File: config.mk
export PLATFORM = sky130hd
export DESIGN_NAME = credential_header_deframer_unit
export DESIGN_NICKNAME = d
export VERILOG_FILES = /design/src/hdl/chdf_pkg.sv /design/src/hdl/chdf_front.sv /design/src/hdl/chdf_queue.sv /design/src/hdl/chdf_back.sv /design/src/hdl/credential_header_deframer_unit.sv
export SDC_FILE = /design/constraint.sdc
export NUM_CORES = 1
export LEC_CHECK = 0
export BUFFER_PORTS_ARGS = -buffer_cell sky130_fd_sc_hd__buf_2
export CORE_MARGIN = 2
export CORE_UTILIZATION = 50
export CTS_CLUSTER_DIAMETER = 80
export DETAILED_ROUTE_END_ITERATION = 8
export PLACE_DENSITY = 0.67
export SLEW_MARGIN = 20
export SYNTH_ARGS = -nofsm -noshare
export SYNTH_HDL_FRONTEND = slang
export SYNTH_SLANG_ARGS = --single-unit
File: constraint.sdc
create_clock -name i_clk -period 5.9 [get_ports i_clk]
set_clock_uncertainty 0.05 [all_clocks]
set_input_delay 0.295 -clock i_clk [delete_from_list [all_inputs] [get_ports i_clk]]
set_output_delay 0.295 -clock i_clk [all_outputs]
set_load 0.01 [all_outputs]
File: src/hdl/chdf_pkg.sv
// Package for the credential header deframer: shared widths, constants,
// the status code type and the record passed from front end to back end.
// No dependencies.
`default_nettype none

package chdf_pkg;

    // Field widths
    localparam int CHAR_W    = 8;
    localparam int VER_W     = 4;
    localparam int METHOD_W  = 11;
    localparam int MACC_W    = 10;
    localparam int LEN_W     = 14;
    localparam int CNT_W     = 14;
    localparam int STATUS_W  = 3;
    localparam int CFG_IDX_W = 2;
    localparam int CFG_W     = 14;

    // Header layout defaults
    localparam int METHOD_DIGITS_DEF = 3;
    localparam int LENGTH_DIGITS_DEF = 4;

    // Depth of the queue between front end and back end
    localparam int QUEUE_DEPTH_DEF = 4;

    // Character and counter constants
    localparam logic [CHAR_W-1:0] CHAR_ZERO = 8'h30;
    localparam logic [CHAR_W-1:0] CHAR_NINE = 8'h39;
    localparam logic [CNT_W-1:0]  CNT_MAX   = '1;

    // Configuration register indexes
    localparam logic [CFG_IDX_W-1:0] CFG_VERSION_LOW  = 2'd0;
    localparam logic [CFG_IDX_W-1:0] CFG_VERSION_HIGH = 2'd1;
    localparam logic [CFG_IDX_W-1:0] CFG_BODY_LIMIT   = 2'd2;

    // Configuration reset values
    localparam logic [VER_W-1:0] VERSION_LOW_RST  = 4'd1;
    localparam logic [VER_W-1:0] VERSION_HIGH_RST = 4'd9;
    localparam logic [LEN_W-1:0] BODY_LIMIT_RST   = 14'd1024;

    // Final status codes
    typedef enum logic [STATUS_W-1:0] {
        ST_OK          = 3'd0,
        ST_TOO_SHORT   = 3'd1,
        ST_BAD_VERSION = 3'd2,
        ST_BAD_LENGTH  = 3'd3,
        ST_TRUNCATED   = 3'd4
    } t_status;

    // Classified transaction from front end to back end
    typedef struct packed {
        logic [CHAR_W-1:0] body_char;
        logic              passed;
        logic              eom;
        logic              too_short;
        logic              version_ok;
        logic              length_ok;
        logic              body_short;
        logic [VER_W-1:0]  version;
        logic [MACC_W-1:0] method_acc;
        logic              method_bad;
        logic [LEN_W-1:0]  length_acc;
    } t_rec;

endpackage

`default_nettype wire

File: src/hdl/chdf_front.sv
// Front end: holds configuration, parses header bytes, counts body bytes
// and classifies each byte into a transaction record. Uses chdf_pkg.
`default_nettype none

module chdf_front
    import chdf_pkg::*;
#(
    parameter int METHOD_DIGITS = METHOD_DIGITS_DEF,
    parameter int LENGTH_DIGITS = LENGTH_DIGITS_DEF
) (
    input  wire logic                 i_clk,
    input  wire logic                 i_rst_n,
    input  wire logic                 i_cfg_we,
    input  wire logic [CFG_IDX_W-1:0] i_cfg_idx,
    input  wire logic [CFG_W-1:0]     i_cfg_data,
    input  wire logic                 i_accept,
    input  wire logic [CHAR_W-1:0]    i_char_in,
    input  wire logic                 i_end_of_message,
    output logic                      o_rec_push,
    output t_rec                      o_rec
);

    localparam logic [CNT_W-1:0] METHOD_END = CNT_W'(METHOD_DIGITS);
    localparam logic [CNT_W-1:0] LENGTH_END = CNT_W'(METHOD_DIGITS + LENGTH_DIGITS);
    localparam logic [CNT_W-1:0] HDR_LEN    = CNT_W'(1 + METHOD_DIGITS + LENGTH_DIGITS);

    logic [VER_W-1:0]  r_version_low;
    logic [VER_W-1:0]  r_version_high;
    logic [LEN_W-1:0]  r_body_limit;

    logic [CNT_W-1:0]  r_pos,         n_pos;
    logic [VER_W-1:0]  r_version,     n_version;
    logic              r_version_bad, n_version_bad;
    logic [MACC_W-1:0] r_method,      n_method;
    logic              r_method_bad,  n_method_bad;
    logic [LEN_W-1:0]  r_length,      n_length;
    logic              r_length_bad,  n_length_bad;
    logic [CNT_W-1:0]  r_body_count,  n_body_count;

    logic              digit;
    logic [VER_W-1:0]  digit_val;
    logic              passed;
    logic              cur_version_ok;
    logic              cur_length_ok;
    logic              nxt_version_ok;
    logic              nxt_length_ok;

    // Write configuration registers
    always_ff @(posedge i_clk) begin
        if (!i_rst_n) begin
            r_version_low  <= VERSION_LOW_RST;
            r_version_high <= VERSION_HIGH_RST;
            r_body_limit   <= BODY_LIMIT_RST;
        end else if (i_cfg_we) begin
            case (i_cfg_idx)
                CFG_VERSION_LOW:  r_version_low  <= i_cfg_data[VER_W-1:0];
                CFG_VERSION_HIGH: r_version_high <= i_cfg_data[VER_W-1:0];
                CFG_BODY_LIMIT:   r_body_limit   <= i_cfg_data[LEN_W-1:0];
                default: ;
            endcase
        end
    end

    // Classify the incoming byte
    assign digit     = (i_char_in >= CHAR_ZERO) && (i_char_in <= CHAR_NINE);
    assign digit_val = digit ? VER_W'(i_char_in - CHAR_ZERO) : '0;

    // Header checks on held state; valid for body bytes
    assign cur_version_ok = !r_version_bad && (r_version >= r_version_low)
                            && (r_version <= r_version_high);
    assign cur_length_ok  = !r_length_bad && (r_length <= r_body_limit);

    // Advance the parser by one byte
    always_comb begin
        n_pos         = r_pos;
        n_version     = r_version;
        n_version_bad = r_version_bad;
        n_method      = r_method;
        n_method_bad  = r_method_bad;
        n_length      = r_length;
        n_length_bad  = r_length_bad;
        n_body_count  = r_body_count;
        passed        = 1'b0;
        if (r_pos == '0) begin
            n_version     = digit_val;
            n_version_bad = !digit;
        end else if (r_pos <= METHOD_END) begin
            if (digit) begin
                n_method = MACC_W'((r_method << 3) + (r_method << 1) + MACC_W'(digit_val));
            end else begin
                n_method_bad = 1'b1;
            end
        end else if (r_pos <= LENGTH_END) begin
            if (digit) begin
                n_length = LEN_W'((r_length << 3) + (r_length << 1) + LEN_W'(digit_val));
            end else begin
                n_length_bad = 1'b1;
            end
        end else begin
            passed = cur_version_ok && cur_length_ok && (r_body_count < r_length);
            if (r_body_count != CNT_MAX) begin
                n_body_count = r_body_count + 1'b1;
            end
        end
        if (r_pos != CNT_MAX) begin
            n_pos = r_pos + 1'b1;
        end
    end

    // Header checks on updated state for the final transaction
    assign nxt_version_ok = !n_version_bad && (n_version >= r_version_low)
                            && (n_version <= r_version_high);
    assign nxt_length_ok  = !n_length_bad && (n_length <= r_body_limit);

    // Update parser state; clear after the final byte
    always_ff @(posedge i_clk) begin
        if (!i_rst_n || (i_accept && i_end_of_message)) begin
            r_pos         <= '0;
            r_version     <= '0;
            r_version_bad <= 1'b0;
            r_method      <= '0;
            r_method_bad  <= 1'b0;
            r_length      <= '0;
            r_length_bad  <= 1'b0;
            r_body_count  <= '0;
        end else if (i_accept) begin
            r_pos         <= n_pos;
            r_version     <= n_version;
            r_version_bad <= n_version_bad;
            r_method      <= n_method;
            r_method_bad  <= n_method_bad;
            r_length      <= n_length;
            r_length_bad  <= n_length_bad;
            r_body_count  <= n_body_count;
        end
    end

    // Build the transaction record
    always_comb begin
        o_rec.body_char  = i_char_in;
        o_rec.passed     = passed;
        o_rec.eom        = i_end_of_message;
        o_rec.too_short  = n_pos < HDR_LEN;
        o_rec.version_ok = nxt_version_ok;
        o_rec.length_ok  = nxt_length_ok;
        o_rec.body_short = n_body_count < n_length;
        o_rec.version    = n_version;
        o_rec.method_acc = n_method;
        o_rec.method_bad = n_method_bad;
        o_rec.length_acc = n_length;
    end

    assign o_rec_push = i_accept && (i_end_of_message || passed);

endmodule

`default_nettype wire

File: src/hdl/chdf_queue.sv
// Short queue of transaction records between front end and back end.
// Uses chdf_pkg for the record type.
`default_nettype none

module chdf_queue
    import chdf_pkg::*;
#(
    parameter int DEPTH = QUEUE_DEPTH_DEF
) (
    input  wire logic i_clk,
    input  wire logic i_rst_n,
    input  wire logic i_push,
    input  t_rec      i_rec,
    output logic      o_full,
    input  wire logic i_pop,
    output logic      o_valid,
    output t_rec      o_rec
);

    localparam int PTR_W = (DEPTH > 1) ? $clog2(DEPTH) : 1;
    localparam int CNT_QW = $clog2(DEPTH + 1);
    localparam logic [PTR_W-1:0]  PTR_LAST = PTR_W'(DEPTH - 1);
    localparam logic [CNT_QW-1:0] CNT_FULL = CNT_QW'(DEPTH);

    t_rec              r_mem [DEPTH];
    logic [PTR_W-1:0]  r_wr_ptr;
    logic [PTR_W-1:0]  r_rd_ptr;
    logic [CNT_QW-1:0] r_count;
    logic              do_push;
    logic              do_pop;

    assign o_full  = (r_count == CNT_FULL);
    assign o_valid = (r_count != '0);
    assign o_rec   = r_mem[r_rd_ptr];
    assign do_push = i_push && !o_full;
    assign do_pop  = i_pop && o_valid;

    // Store entries
    always_ff @(posedge i_clk) begin
        if (do_push) begin
            r_mem[r_wr_ptr] <= i_rec;
        end
    end

    // Advance pointers and occupancy
    always_ff @(posedge i_clk) begin
        if (!i_rst_n) begin
            r_wr_ptr <= '0;
            r_rd_ptr <= '0;
            r_count  <= '0;
        end else begin
            if (do_push) begin
                r_wr_ptr <= (r_wr_ptr == PTR_LAST) ? '0 : r_wr_ptr + 1'b1;
            end
            if (do_pop) begin
                r_rd_ptr <= (r_rd_ptr == PTR_LAST) ? '0 : r_rd_ptr + 1'b1;
            end
            if (do_push && !do_pop) begin
                r_count <= r_count + 1'b1;
            end else if (do_pop && !do_push) begin
                r_count <= r_count - 1'b1;
            end
        end
    end

endmodule

`default_nettype wire

File: src/hdl/chdf_back.sv
// Back end: resolves status priority, masks meaningless fields and holds
// the result in an output register. Uses chdf_pkg.
`default_nettype none

module chdf_back
    import chdf_pkg::*;
(
    input  wire logic                i_clk,
    input  wire logic                i_rst_n,
    input  wire logic                i_rec_valid,
    input  t_rec                     i_rec,
    output logic                     o_rec_pop,
    output logic                     o_empty,
    input  wire logic                i_pop,
    output logic [CHAR_W-1:0]        o_body_char,
    output logic                     o_body_char_valid,
    output logic                     o_done_res,
    output logic [STATUS_W-1:0]      o_status,
    output logic [VER_W-1:0]         o_version,
    output logic signed [METHOD_W-1:0] o_method,
    output logic [LEN_W-1:0]         o_body_length
);

    logic                       r_valid;
    logic [CHAR_W-1:0]          r_body_char;
    logic                       r_body_valid;
    logic                       r_done;
    t_status                    r_status;
    logic [VER_W-1:0]           r_version;
    logic signed [METHOD_W-1:0] r_method;
    logic [LEN_W-1:0]           r_length;

    t_status                    n_status;
    logic                       load;
    logic                       hdr_fields;
    logic                       len_field;
    logic signed [METHOD_W-1:0] method_val;

    // Load when the output register is free or being drained
    assign load      = i_rec_valid && (!r_valid || i_pop);
    assign o_rec_pop = load;

    // Resolve status by priority
    always_comb begin
        if (!i_rec.eom) begin
            n_status = ST_OK;
        end else if (i_rec.too_short) begin
            n_status = ST_TOO_SHORT;
        end else if (!i_rec.version_ok) begin
            n_status = ST_BAD_VERSION;
        end else if (!i_rec.length_ok) begin
            n_status = ST_BAD_LENGTH;
        end else if (i_rec.body_short) begin
            n_status = ST_TRUNCATED;
        end else begin
            n_status = ST_OK;
        end
    end

    // Decide which fields carry meaning
    assign hdr_fields = i_rec.eom && (n_status != ST_TOO_SHORT)
                        && (n_status != ST_BAD_VERSION);
    assign len_field  = i_rec.eom && ((n_status == ST_OK) || (n_status == ST_TRUNCATED));
    assign method_val = i_rec.method_bad ? '1 : $signed({1'b0, i_rec.method_acc});

    // Hold output valid
    always_ff @(posedge i_clk) begin
        if (!i_rst_n) begin
            r_valid <= 1'b0;
        end else if (load) begin
            r_valid <= 1'b1;
        end else if (i_pop) begin
            r_valid <= 1'b0;
        end
    end

    // Capture result payload
    always_ff @(posedge i_clk) begin
        if (load) begin
            r_body_char  <= i_rec.passed ? i_rec.body_char : '0;
            r_body_valid <= i_rec.passed;
            r_done       <= i_rec.eom;
            r_status     <= n_status;
            r_version    <= hdr_fields ? i_rec.version : '0;
            r_method     <= hdr_fields ? method_val : '0;
            r_length     <= len_field ? i_rec.length_acc : '0;
        end
    end

    assign o_empty           = !r_valid;
    assign o_body_char       = r_body_char;
    assign o_body_char_valid = r_body_valid;
    assign o_done_res        = r_done;
    assign o_status          = r_status;
    assign o_version         = r_version;
    assign o_method          = r_method;
    assign o_body_length     = r_length;

endmodule

`default_nettype wire

File: src/hdl/credential_header_deframer_unit.sv
// Path: the byte that causes a result enters the queue at the edge that accepts it;
// the result then moves from the queue into the output register when that register
// is free or being popped.
// Throughput: one byte per cycle while full is low; the queue and output register let
// the input keep flowing while a result waits to be popped.
// Reset: synchronous, active low; clears parser state, queue and output valid,
// and loads the configuration registers with their defaults.
`default_nettype none

module credential_header_deframer_unit
    import chdf_pkg::*;
#(
    parameter int METHOD_DIGITS = METHOD_DIGITS_DEF,
    parameter int LENGTH_DIGITS = LENGTH_DIGITS_DEF,
    parameter int QUEUE_DEPTH   = QUEUE_DEPTH_DEF
) (
    input  wire logic                  i_clk,
    input  wire logic                  i_rst_n,
    input  wire logic                  i_cfg_we,
    input  wire logic [CFG_IDX_W-1:0]  i_cfg_idx,
    input  wire logic [CFG_W-1:0]      i_cfg_data,
    input  wire logic                  push,
    output logic                       full,
    input  wire logic [CHAR_W-1:0]     i_char_in,
    input  wire logic                  i_end_of_message,
    output logic                       empty,
    input  wire logic                  pop,
    output logic [CHAR_W-1:0]          o_body_char,
    output logic                       o_body_char_valid,
    output logic                       o_done_res,
    output logic [STATUS_W-1:0]        o_status,
    output logic [VER_W-1:0]           o_version,
    output logic signed [METHOD_W-1:0] o_method,
    output logic [LEN_W-1:0]           o_body_length
);

    logic accept;
    logic rec_push;
    t_rec front_rec;
    logic q_valid;
    t_rec q_rec;
    logic q_pop;

    assign accept = push && !full;

    // Parse and classify bytes
    chdf_front #(
        .METHOD_DIGITS(METHOD_DIGITS),
        .LENGTH_DIGITS(LENGTH_DIGITS)
    ) u_front (
        .i_clk           (i_clk),
        .i_rst_n         (i_rst_n),
        .i_cfg_we        (i_cfg_we),
        .i_cfg_idx       (i_cfg_idx),
        .i_cfg_data      (i_cfg_data),
        .i_accept        (accept),
        .i_char_in       (i_char_in),
        .i_end_of_message(i_end_of_message),
        .o_rec_push      (rec_push),
        .o_rec           (front_rec)
    );

    // Decouple front end from back end
    chdf_queue #(
        .DEPTH(QUEUE_DEPTH)
    ) u_queue (
        .i_clk  (i_clk),
        .i_rst_n(i_rst_n),
        .i_push (rec_push),
        .i_rec  (front_rec),
        .o_full (full),
        .i_pop  (q_pop),
        .o_valid(q_valid),
        .o_rec  (q_rec)
    );

    // Format and hold results
    chdf_back u_back (
        .i_clk            (i_clk),
        .i_rst_n          (i_rst_n),
        .i_rec_valid      (q_valid),
        .i_rec            (q_rec),
        .o_rec_pop        (q_pop),
        .o_empty          (empty),
        .i_pop            (pop),
        .o_body_char      (o_body_char),
        .o_body_char_valid(o_body_char_valid),
        .o_done_res       (o_done_res),
        .o_status         (o_status),
        .o_version        (o_version),
        .o_method         (o_method),
        .o_body_length    (o_body_length)
    );

endmodule

`default_nettype wire

==> reports/results.txt, run 1 <==
Cell leakage power: 6.637 nW
Via Count: 9513
Cell Chain, Critical Path: dlygate4sd3_1 > buf_2 > nor4bb_1 > buf_4 > and2_1 > nand2_1 > xnor2_1 > ha_1 > inv_1 > fa_1 > nor2b_1 > o21ai_0 > a21boi_2 > o21ai_0 > xor2_1 > nor2_1 > a21o_1 > ha_1 > nand3_1 > or2_2 > or3_1 > a221o_1 > a31oi_1
Post-synthesis cell count: 1211
Post-route ant nets: 0
Utilization after layout: 0.5755
Die area: 0.03136 mm²
Nets: 1458
Core area: 0.02956 mm²
Total power: 0.005938 W
CTS tree: done
Gr usage total: 0.2110
PD cells: 349.1 mW/mm²
Mapped Nets: 1361
Number of remaining DRC errors: 0
Placed inst area: 0.01578 mm²
Status: completed
# port buffers: 73
Drt initial violations: 595
Rows: 63
Die height: 177.1 µm
Die Wd: 177.1 µm
Reg clk slew, reported paths: 0.06 ns
Global-route wire length before repair: 50.89 mm
First drt pass iteration count: 5
Drt total wl: 31.85 mm
Finished Cell Area: 0.01701 mm²
Fmax: 183.2 MHz
Initial antenna violation count: 0
Ys flop type: edfxtp_1
Final worst path period share: 0.9251
Max_cap viols: 0
EDFF count, synth: 214
Setup crit end kind: register
Worst VDD drop: 0.0001972 V
Kind of critical path: primary input to register
CTS max path bufs: 3
Crit path DAT: 5.71 ns
Worst Hold Path EP: u_front.r_body_limit[13]
Final min period: 5.458 ns
Most common cell after layout, fill and taps aside: edfxtp_1
Synth warn: 0
Slew Limit Fails: 0
Seq cells post-synth: 305
Total CTS buffers: 34
CTS H-tree lvls: 2
DP Wirelength: 22.45 mm
Layout area overhead: 13.55%
Clk Latency, worst-skew pair: 0.52 ns
Final Hold Viols: 0
Avg WL per Cell: 18.50 µm
Mean post-synth cell area: 12.37 µm²
Min-delay src: i_cfg_data[13]
Post-synthesis cell type count: 64
Crit start category: primary input
DR vias/cell: 5.524
Slowest-stage cell, CP: dlygate4sd3_1
Setup Viol. Count Final: 0
Ports: 74
Most frequent cells in the layout: 214 x edfxtp_1, 117 x ha_1, 103 x nor2_1, 93 x nand2_1, 89 x dfxtp_1
Vias in the first global route: 9216
Asr flop ratio synth: 0
CTS Sinks: 305
Syn Std Cell Area: 0.01498 mm²
Fraction of layout cells with a size suffix above 1: 0.1584
RSZ-0062 raised after global routing: no
Starting Density: 0.5068
Worst r2r dst: u_queue.r_mem[3][30]
GR Overflow Total: 0
Largest net degree at the start of global routing: 58
Max FO, Critical Path: 5
Clk root buf: clkbuf_16
Flop2flop setup slack: 1.22 ns
Reg2reg path depth: 17
Ant diodes: 0
Sequential cell area fraction in the yosys report: 0.5506
Rel. slew slack: 0.2584
Hold depth: 3
Worst Path Required: 6.15 ns
Total negative setup slack: 0 ns
CP peak stage delay: 0.56 ns
Global placement routability congestion: 0.9122
Worst r2r src: u_front.r_length[0]
Worst-Margin Slew: 1.084 ns
Min-delay worst type: primary input to register
Setup bufs post-CTS: 0
## worst max path at each step
stage                      start              endpoint
global placement    i_char_in[7]  u_queue.r_mem[0][30]
floorplan           i_char_in[7]  u_queue.r_mem[0][30]
detailed placement  i_char_in[4]  u_queue.r_mem[0][30]
global route        i_char_in[7]  u_queue.r_mem[3][30]
CTS                 i_char_in[7]  u_queue.r_mem[3][30]
finish              i_char_in[7]  u_queue.r_mem[3][30]
## final cells by class
cell class              count  area [µm²]
multi-input cells         793        6301
clock buffers              48       954.7
fillers                  2406       12550
clock inverters            12       107.6
well taps                 390       488.0
flip-flops and latches    305        8250
repair buffers            106       653.1
inverters                  68       255.2
## worst max-delay path: cells and delay by family
kind / cells / cell delay [ns]
AND/OR/NAND/NOR: 8 / 1.61
buffers and inverters: 4 / 0.96
AO/OA/AOI/OAI: 6 / 1.39
adder cells (fa/ha/maj): 3 / 1.06
XOR/XNOR: 2 / 0.39
## routing by layer
metal,vias up,part of all wire,GRT usage
met5,-,0,0
met4,0,0.030,0.08023
met3,51,0.047,0.02470
met2,237,0.47,0.3421
met1,4554,0.46,0.2923
li1,4671,-,-
## cell usage after synthesis (all sizes together), types with 22 or more instances
master	n	area, µm²
edfxtp	214	6426
ha	117	1464
nor2	103	386.6
nand2	94	352.8
dfxtp	91	1822
inv	68	255.2
a21oi	57	292.8
mux4	42	945.9
o21ai	40	200.2
xnor2	29	254.0
nor2b	27	168.9
clkbuf	26	98.84
and3	25	156.4
nand4	23	158.9
xor2	23	201.4
nor3	22	115.1
## flip-flops by register name (all words and copies together), names as in the netlist, 2 cells and up, named ones only
signal                  count
u_front.r_pos              14
u_back.o_status             3
u_front.r_version           4
u_back.o_version            4
u_front.r_length           14
u_back.o_body_char          8
u_queue.r_count             3
u_queue.r_mem             172
u_front.r_version_high      4
u_queue.r_rd_ptr            2
u_front.r_body_count       14
u_queue.r_wr_ptr            2
u_back.o_method            11
u_front.r_method           10
u_front.r_body_limit       14
u_back.o_body_length       14
u_front.r_version_low       4
## cell families after synthesis
kind of cell | synth area share
muxes | 0.08628
DFF | 0.5506
xor gates and xnor gates | 0.03040
adders and majority gates | 0.1017
buffers and inverters | 0.03099
and+or+nand+nor | 0.1188
AOI/OAI and AO/OA | 0.08127
## metrics by stage
step	cells	setup slack [ns]	hold WS, ns
detailed placement	1646	0.3870	0.4095
finish	1722	0.4419	0.007487
CTS	1722	0.3335	0.001259
global route	1722	0.05928	0.007037
global placement	1646	0.5703	0.4019
floorplan	1211	0.9777	0.3439
## timing repair
| action | 4_1_cts | 5_1_grt |
|---|---|---|
| hold endpoints to repair | 38 | 0 |
| hold buffers | 16 | 0 |
| gates resized for setup | 0 | 3 |
| setup endpoints to repair | 0 | 4 |
## power by group
part / switching [W] / internal (W)
Sequential: 0.000102 / 0.00258
Clock: 0.000828 / 0.00118
Combinational: 0.000719 / 0.000527
Power figures use the tool's default switching activity.
==> inputs of run 2 (changes only) <==
- BUFFER_PORTS_ARGS: -buffer_cell sky130_fd_sc_hd__buf_2 -> default
- DONT_BUFFER_PORTS: default -> 1
- PLACE_DENSITY: 0.67 -> default
==> run 2 against run 1 <==
First-iteration DRC count grew 18%. Final cell count shrank 3.7%. Sequential power grew 4%. Count of clock-buffer cells in the layout shrank 1. Die area is the same. Sequential share of layout area grew 0.54 points. Non-clock buffer count shrank 65. Cell area shrank 1.1%. Largest cell class unchanged. Largest power group unchanged. Highest routed layer unchanged.
==> reports/results.txt, run 2 (synthesis results as in run 1) <==
Die Wd: 177.1 µm (unchanged)
Avg WL per Cell: 19.97 µm (was 18.50 µm)
Utilization after layout: 0.5691 (was 0.5755)
CTS Sinks: 305 (unchanged)
Placed inst area: 0.01540 mm² (was 0.01578 mm²)
Int Pwr: 0.004377 W (was 0.004290 W)
Cell Chain, Critical Path: nor4bb_1 > and2_1 > nand2_1 > xnor2_1 > ha_1 > inv_1 > fa_1 > nor2b_1 > o21ai_0 > a21boi_0 > o2111ai_1 > nand2_1 > xnor2_1 > o21ai_0 > ha_1 > nand3_1 > or2_2 > or3_1 > a221o_1 > a31oi_1 (was dlygate4sd3_1 > buf_2 > nor4bb_1 > buf_4 > and2_1 > nand2_1 > xnor2_1 > ha_1 > inv_1 > fa_1 > nor2b_1 > o21ai_0 > a21boi_2 > o21ai_0 > xor2_1 > nor2_1 > a21o_1 > ha_1 > nand3_1 > or2_2 > or3_1 > a221o_1 > a31oi_1)
Max FO, Critical Path: 5 (unchanged)
Drt initial violations: 703 (was 595)
Clk Latency, worst-skew pair: 0.51 ns (was 0.52 ns)
Rows: 63 (unchanged)
NetSw: 0.001663 W (was 0.001649 W)
CP peak stage delay: 0.59 ns (was 0.56 ns)
CTS tree: done (unchanged)
Drt total wl: 33.12 mm (was 31.85 mm)
Cell leakage power: 6.402 nW (was 6.637 nW)
# port buffers: 0 (was 73)
DP Wirelength: 23.12 mm (was 22.45 mm)
CTS max path bufs: 3 (unchanged)
Total negative setup slack: 0 ns (unchanged)
Total power: 0.006040 W (was 0.005938 W)
RSZ-0062 raised after global routing: no (unchanged)
Layout area overhead: 12.29% (was 13.55%)
Clock share of power: 0.362 (was 0.338)
Final worst path period share: 0.8654 (was 0.9251)
Fmax: 195.8 MHz (was 183.2 MHz)
Largest net degree at the start of global routing: 58 (unchanged)
Status: completed (unchanged)
Die height: 177.1 µm (unchanged)
Post-Layout Cell Count: 1659 (was 1722)
Largest register FFs: 172 (unchanged)
Sequential Power Share: 0.463 (was 0.452)
Worst-Margin Slew: 1.068 ns (was 1.084 ns)
Die area: 0.03136 mm² (unchanged)
Vias in the first global route: 9211 (was 9216)
Sw Share: 0.2753 (was 0.2776)
Final Hold Viols: 0 (unchanged)
Crit start category: primary input (unchanged)
Combinational Power Share: 0.176 (was 0.210)
Ports: 74 (unchanged)
DR vias/cell: 5.631 (was 5.524)
Slew Limit Fails: 0 (unchanged)
Starting Density: 0.5068 (unchanged)
Fraction of layout cells with a size suffix above 1: 0.1087 (was 0.1584)
Kind of critical path: primary input to register (unchanged)
Min-delay worst type: primary input to register (unchanged)
Most common cell after layout, fill and taps aside: edfxtp_1 (unchanged)
Worst VDD drop: 0.0001981 V (was 0.0001972 V)
CTS H-tree lvls: 2 (unchanged)
Max_cap viols: 0 (unchanged)
Setup crit end kind: register (unchanged)
Gr usage total: 0.2182 (was 0.2110)
Finished Cell Area: 0.01682 mm² (was 0.01701 mm²)
Setup Viol. Count Final: 0 (unchanged)
Fillers: 2434 (was 2406)
Post-route ant nets: 0 (unchanged)
GR Overflow Total: 0 (unchanged)
Worst Path Required: 6.15 ns (about the same)
Clk root buf: clkbuf_16 (unchanged)
Reg clk slew, reported paths: 0.06 ns (about the same)
Placed Cells: 1571 (was 1646)
Ant diodes: 0 (unchanged)
Crit path DAT: 5.35 ns (was 5.71 ns)
Core area: 0.02956 mm² (unchanged)
Slowest-stage cell, CP: o21ai_0 (was dlygate4sd3_1)
Nets: 1393 (was 1458)
Via Count: 9342 (was 9513)
Initial antenna violation count: 0 (unchanged)
PD cells: 359.1 mW/mm² (was 349.1 mW/mm²)
Global-route wire length before repair: 52.57 mm (was 50.89 mm)
Final min period: 5.106 ns (was 5.458 ns)
Rel. slew slack: 0.2882 (was 0.2584)
Number of remaining DRC errors: 0 (unchanged)
Cells resized by post-CTS repair: 0 (unchanged)
Most frequent cells in the layout: 214 x edfxtp_1, 117 x ha_1, 103 x nor2_1, 93 x nand2_1, 89 x dfxtp_1 (unchanged)
Most flop-heavy register: u_queue.r_mem (unchanged)
First drt pass iteration count: 5 (unchanged)
Total CTS buffers: 34 (unchanged)
Global placement routability congestion: 0.9665 (was 0.9122)
run 2: cell count changes in the layout (fill, tap and decap cells not counted), sizes merged:
cell         delta
bufinv          +4
buf            -75
clkbuf          -1
dlygate4sd3    +10
inv             -1
run 2: power by group through the flow:
stage          Clock [W]  Combinational (W)  Sequential (W)
6_report         0.00218            0.00106         0.00279
2_1_floorplan          0           0.000802         0.00278
3_3_place_gp           0            0.00104         0.00284
3_5_place_dp           0            0.00105         0.00285
4_1_cts          0.00223            0.00108         0.00280
5_1_grt          0.00232            0.00117         0.00283
run 2: final cells by class:
type                    instances  area, µm²  area share
clock inverters                15      224.0     0.01331
well taps                     390      488.0     0.02901
clock buffers                  47      940.9     0.05594
multi-input cells             793       6290      0.3739
flip-flops and latches        305       8250      0.4905
inverters                      68      255.2     0.01517
repair buffers                 41      372.9     0.02217
run 2: layer usage:
layer  part of all wire  GRT usage
met3              0.047    0.03995
met1               0.46     0.3039
met4              0.026    0.06508
met5                  0          0
met2               0.46     0.3494
run 2: path summary, 6_finish.rpt:
check,start,to,slack [ns],cells after the start
setup / recovery,i_char_in[7],u_queue.r_mem[2][30],0.79,20
hold / removal,i_char_in[0],u_queue.r_mem[0][15],0.06,1
setup reg to reg,u_front.r_length[0],u_queue.r_mem[2][30],0.92,17
hold reg to reg,u_front.r_body_limit[13],u_front.r_body_limit[13],0.42,2
run 2: metrics by stage:
stage | hold WS [ns] | worst slack, ns
2_1_floorplan | 0.3439 | 0.9777
3_3_place_gp | 0.3088 | 0.4992
3_5_place_dp | 0.3126 | 0.3703
4_1_cts | 0.02957 | 0.8876
5_1_grt | 0.03488 | 0.2794
6_report | 0.05935 | 0.7940
run 2: critical path: cells and delay by family:
kind            cells  cell delay [ns]
fa+ha+maj           3             0.98
compound gates      6             1.85
simple gates        8             1.89
xor+xnor            2             0.26
buf+inv             1             0.06
run 2: what timing repair did:
item	4_1_cts	5_1_grt
endpoints found under the hold margin	70	0
setup buffers	0	0
setup endpoints to repair	0	0
hold buffers	26	0
==> inputs of run 3 (changes only) <==
- ABC_AREA: default -> 1
- CORE_UTILIZATION: 50 -> 45
==> run 3 against run 2 <==
Cell area rose by 3.9%. Power up 21%. Combinational power increased by 96%. Register-to-register slack improved by 1.2 ns. Sequential share of layout area is 1.8 points lower. Critical endpoint is now u_queue.r_mem[0][29]. Largest cell class unchanged. Critical path depth unchanged.
==> reports/results.txt, run 3 <==
Total negative setup slack: 0 ns (unchanged)
Final min period: 4.035 ns (was 5.106 ns)
Flop2flop setup slack: 2.14 ns (was 0.92 ns)
Largest cells by area after synthesis: edfxtp_1 41%, dfxtp_1 12%, ha_1 9.4% (was edfxtp_1 43%, dfxtp_1 12%, ha_1 9.8%)
Starting Density: 0.4538 (was 0.5068)
Placed inst area: 0.01604 mm² (was 0.01540 mm²)
Most flop-heavy register: u_queue.r_mem (unchanged)
Most frequent cells after synthesis: 220 x nand2_1, 214 x edfxtp_1, 205 x inv_1 (was 214 x edfxtp_1, 117 x ha_1, 103 x nor2_1)
Via Count: 11227 (was 9342)
Clk Latency, worst-skew pair: 0.54 ns (was 0.51 ns)
Core area: 0.03437 mm² (was 0.02956 mm²)
Initial antenna violation count: 0 (unchanged)
Ys flop type: edfxtp_1 (unchanged)
RSZ-0062 raised after global routing: no (unchanged)
Global-route wire length before repair: 58.24 mm (was 52.57 mm)
Ports: 74 (unchanged)
Mean post-synth cell area: 9.587 µm² (was 12.37 µm²)
DP Wirelength: 25.35 mm (was 23.12 mm)
Largest register FFs: 172 (unchanged)
Worst Hold Path EP: u_back.r_valid (was u_queue.r_mem[0][15])
DR vias/cell: 5.261 (was 5.631)
Setup crit end kind: register (unchanged)
Reg clk slew, reported paths: 0.06 ns (about the same)
CTS H-tree lvls: 2 (unchanged)
Drt total wl: 37.24 mm (was 33.12 mm)
Status: completed (unchanged)
Slew Limit Fails: 0 (unchanged)
Drt initial violations: 833 (was 703)
Total CTS buffers: 36 (was 34)
Global placement routability congestion: 0.9579 (was 0.9665)
Sequential cell area fraction in the yosys report: 0.5288 (was 0.5506)
Most common cell after layout, fill and taps aside: nand2_1 (was edfxtp_1)
Setup Viol. Count Final: 0 (unchanged)
Die area: 0.03617 mm² (was 0.03136 mm²)
# port buffers: 0 (unchanged)
Area leader, netlist: edfxtp_1 (unchanged)
Yosys top cell area share: 0.4120 (was 0.4290)
Utilization after layout: 0.5084 (was 0.5691)
Avg WL per Cell: 17.45 µm (was 19.97 µm)
Slowest-stage cell, CP: o21ai_0 (unchanged)
Hold depth: 3 (was 1)
Cell Chain, Critical Path: nor2_1 > nand2_1 > nor2_2 > nand2_1 > xor2_1 > inv_1 > ha_1 > o21bai_1 > ha_1 > a21oi_1 > nand2_1 > xor2_1 > o21ai_0 > inv_1 > ha_1 > nand2_1 > nor2_1 > a211oi_1 > nand2_1 > a21oi_1 (was nor4bb_1 > and2_1 > nand2_1 > xnor2_1 > ha_1 > inv_1 > fa_1 > nor2b_1 > o21ai_0 > a21boi_0 > o2111ai_1 > nand2_1 > xnor2_1 > o21ai_0 > ha_1 > nand3_1 > or2_2 > or3_1 > a221o_1 > a31oi_1)
Max FO, Critical Path: 7 (was 5)
Max_cap viols: 0 (unchanged)
Cell leakage power: 7.386 nW (was 6.402 nW)
Worst VDD drop: 0.0002554 V (was 0.0001981 V)
Final worst path period share: 0.6838 (was 0.8654)
Crit path DAT: 4.29 ns (was 5.35 ns)
Worst r2r src: u_front.r_pos[2] (was u_front.r_length[0])
Rel. slew slack: 0.2757 (was 0.2882)
CTS max path bufs: 3 (unchanged)
Finished Cell Area: 0.01748 mm² (was 0.01682 mm²)
Post-route ant nets: 0 (unchanged)
Min-delay src: pop (was i_char_in[0])
CP peak stage delay: 0.59 ns (about the same)
Rows: 68 (was 63)
Most frequent cells in the layout: 220 x nand2_1, 214 x edfxtp_1, 205 x inv_1, 181 x nor2_1, 145 x o21ai_0 (was 214 x edfxtp_1, 117 x ha_1, 103 x nor2_1, 93 x nand2_1, 89 x dfxtp_1)
Worst-Margin Slew: 1.075 ns (was 1.068 ns)
Die Wd: 190.2 µm (was 177.1 µm)
Post-synthesis cell type count: 56 (was 64)
CTS tree: done (unchanged)
Reg2reg path depth: 11 (was 17)
Setup bufs post-CTS: 0 (unchanged)
Seq cells post-synth: 305 (unchanged)
EDFF count, synth: 214 (unchanged)
Post-synthesis cell count: 1627 (was 1211)
Fmax: 247.9 MHz (was 195.8 MHz)
Worst Path Required: 6.15 ns (about the same)
Largest net degree at the start of global routing: 67 (was 58)
PD cells: 418.7 mW/mm² (was 359.1 mW/mm²)
Crit start category: primary input (unchanged)
Vias in the first global route: 10487 (was 9211)
Mapped Nets: 1777 (was 1361)
Gr usage total: 0.2072 (was 0.2182)
Asr flop ratio synth: 0 (unchanged)
Synth warn: 0 (unchanged)
CTS Sinks: 305 (unchanged)
Clk root buf: clkbuf_16 (unchanged)
Fraction of layout cells with a size suffix above 1: 0.08999 (was 0.1087)
Syn Std Cell Area: 0.01560 mm² (was 0.01498 mm²)
Final Hold Viols: 0 (unchanged)
Nets: 1801 (was 1393)
Die height: 190.2 µm (was 177.1 µm)
CP dominant cell by count: nand2_1
Kind of critical path: primary input to register (unchanged)
Most common cell in the netlist: nand2_1 (was edfxtp_1)
Fillers: 3146 (was 2434)
First drt pass iteration count: 5 (unchanged)
GR Overflow Total: 0 (unchanged)
Min-delay worst type: primary input to register (unchanged)
Layout area overhead: 12.04% (was 12.29%)
Worst r2r dst: u_queue.r_mem[3][31] (was u_queue.r_mem[2][30])
Number of remaining DRC errors: 0 (unchanged)
run 3: worst max-delay path: cells and delay by family:
family	cells	cell delay (ns)
buffers and inverters	2	0.17
AO/OA/AOI/OAI	5	1.40
AND/OR/NAND/NOR	8	1.21
XOR/XNOR	2	0.34
adder cells (fa/ha/maj)	3	0.87
run 3: metal layers:
layer  up-vias  global-route usage  wire [µm]
li1       5595                   -          -
met1      5342              0.2860      17400
met2       237              0.3397      17340
met3        53             0.03616       1847
met4         0             0.05098        648
met5         -                   0          0
run 3: through the flow:
stage	setup WS [ns]	total power (W)	hold WS, ns	std cells
5_1_grt	1.411	0.007766	0.05817	2133
2_1_floorplan	1.857	0.004618	0.3439	1627
3_5_place_dp	1.385	0.005169	0.3441	2041
3_3_place_gp	1.587	0.005125	0.3396	2041
4_1_cts	1.909	0.007379	0.01801	2133
6_report	1.865	0.007317	0.03789	2134
run 3: report_power, final:
group	total [W]	internal [W]	switching, W
logic	0.00208	0.000649	0.00143
registers	0.00306	0.00279	0.000270
clock network	0.00218	0.00128	0.000897
run 3: kinds of logic after synthesis:
| logic type | share of synthesized area |
|---|---|
| compound gates | 0.1431 |
| xor+xnor | 0.01797 |
| fa+ha+maj | 0.09771 |
| buf+inv | 0.07035 |
| flops | 0.5288 |
| simple gates | 0.1421 |
run 3: repair_timing:
item,CTS,global route
hold endpoints to repair,73,0
hold buffers,27,0
gates resized for setup,0,0
run 3: worst max path at each step:
stage	from	endpoint	depth (start not counted)
after floorplan	u_queue.r_count[0]	u_queue.r_count[1]	8
after global placement	i_char_in[7]	u_queue.r_mem[0][29]	20
after detailed placement	i_char_in[7]	u_queue.r_mem[2][29]	20
after CTS	i_char_in[7]	u_queue.r_mem[0][29]	20
after global routing	i_char_in[7]	u_queue.r_mem[2][30]	19
final	i_char_in[7]	u_queue.r_mem[0][29]	20
run 3: final cells by class:
class	instances	area, µm²	share of cell area
multi-input cells	1049	6299	0.3604
clock inverters	15	168.9	0.009666
repair buffers	41	375.4	0.02148
well taps	455	569.3	0.03258
diodes	1	2.502	0.0001432
flip-flops and latches	305	8249	0.4720
inverters	218	818.3	0.04682
clock buffers	50	993.5	0.05685
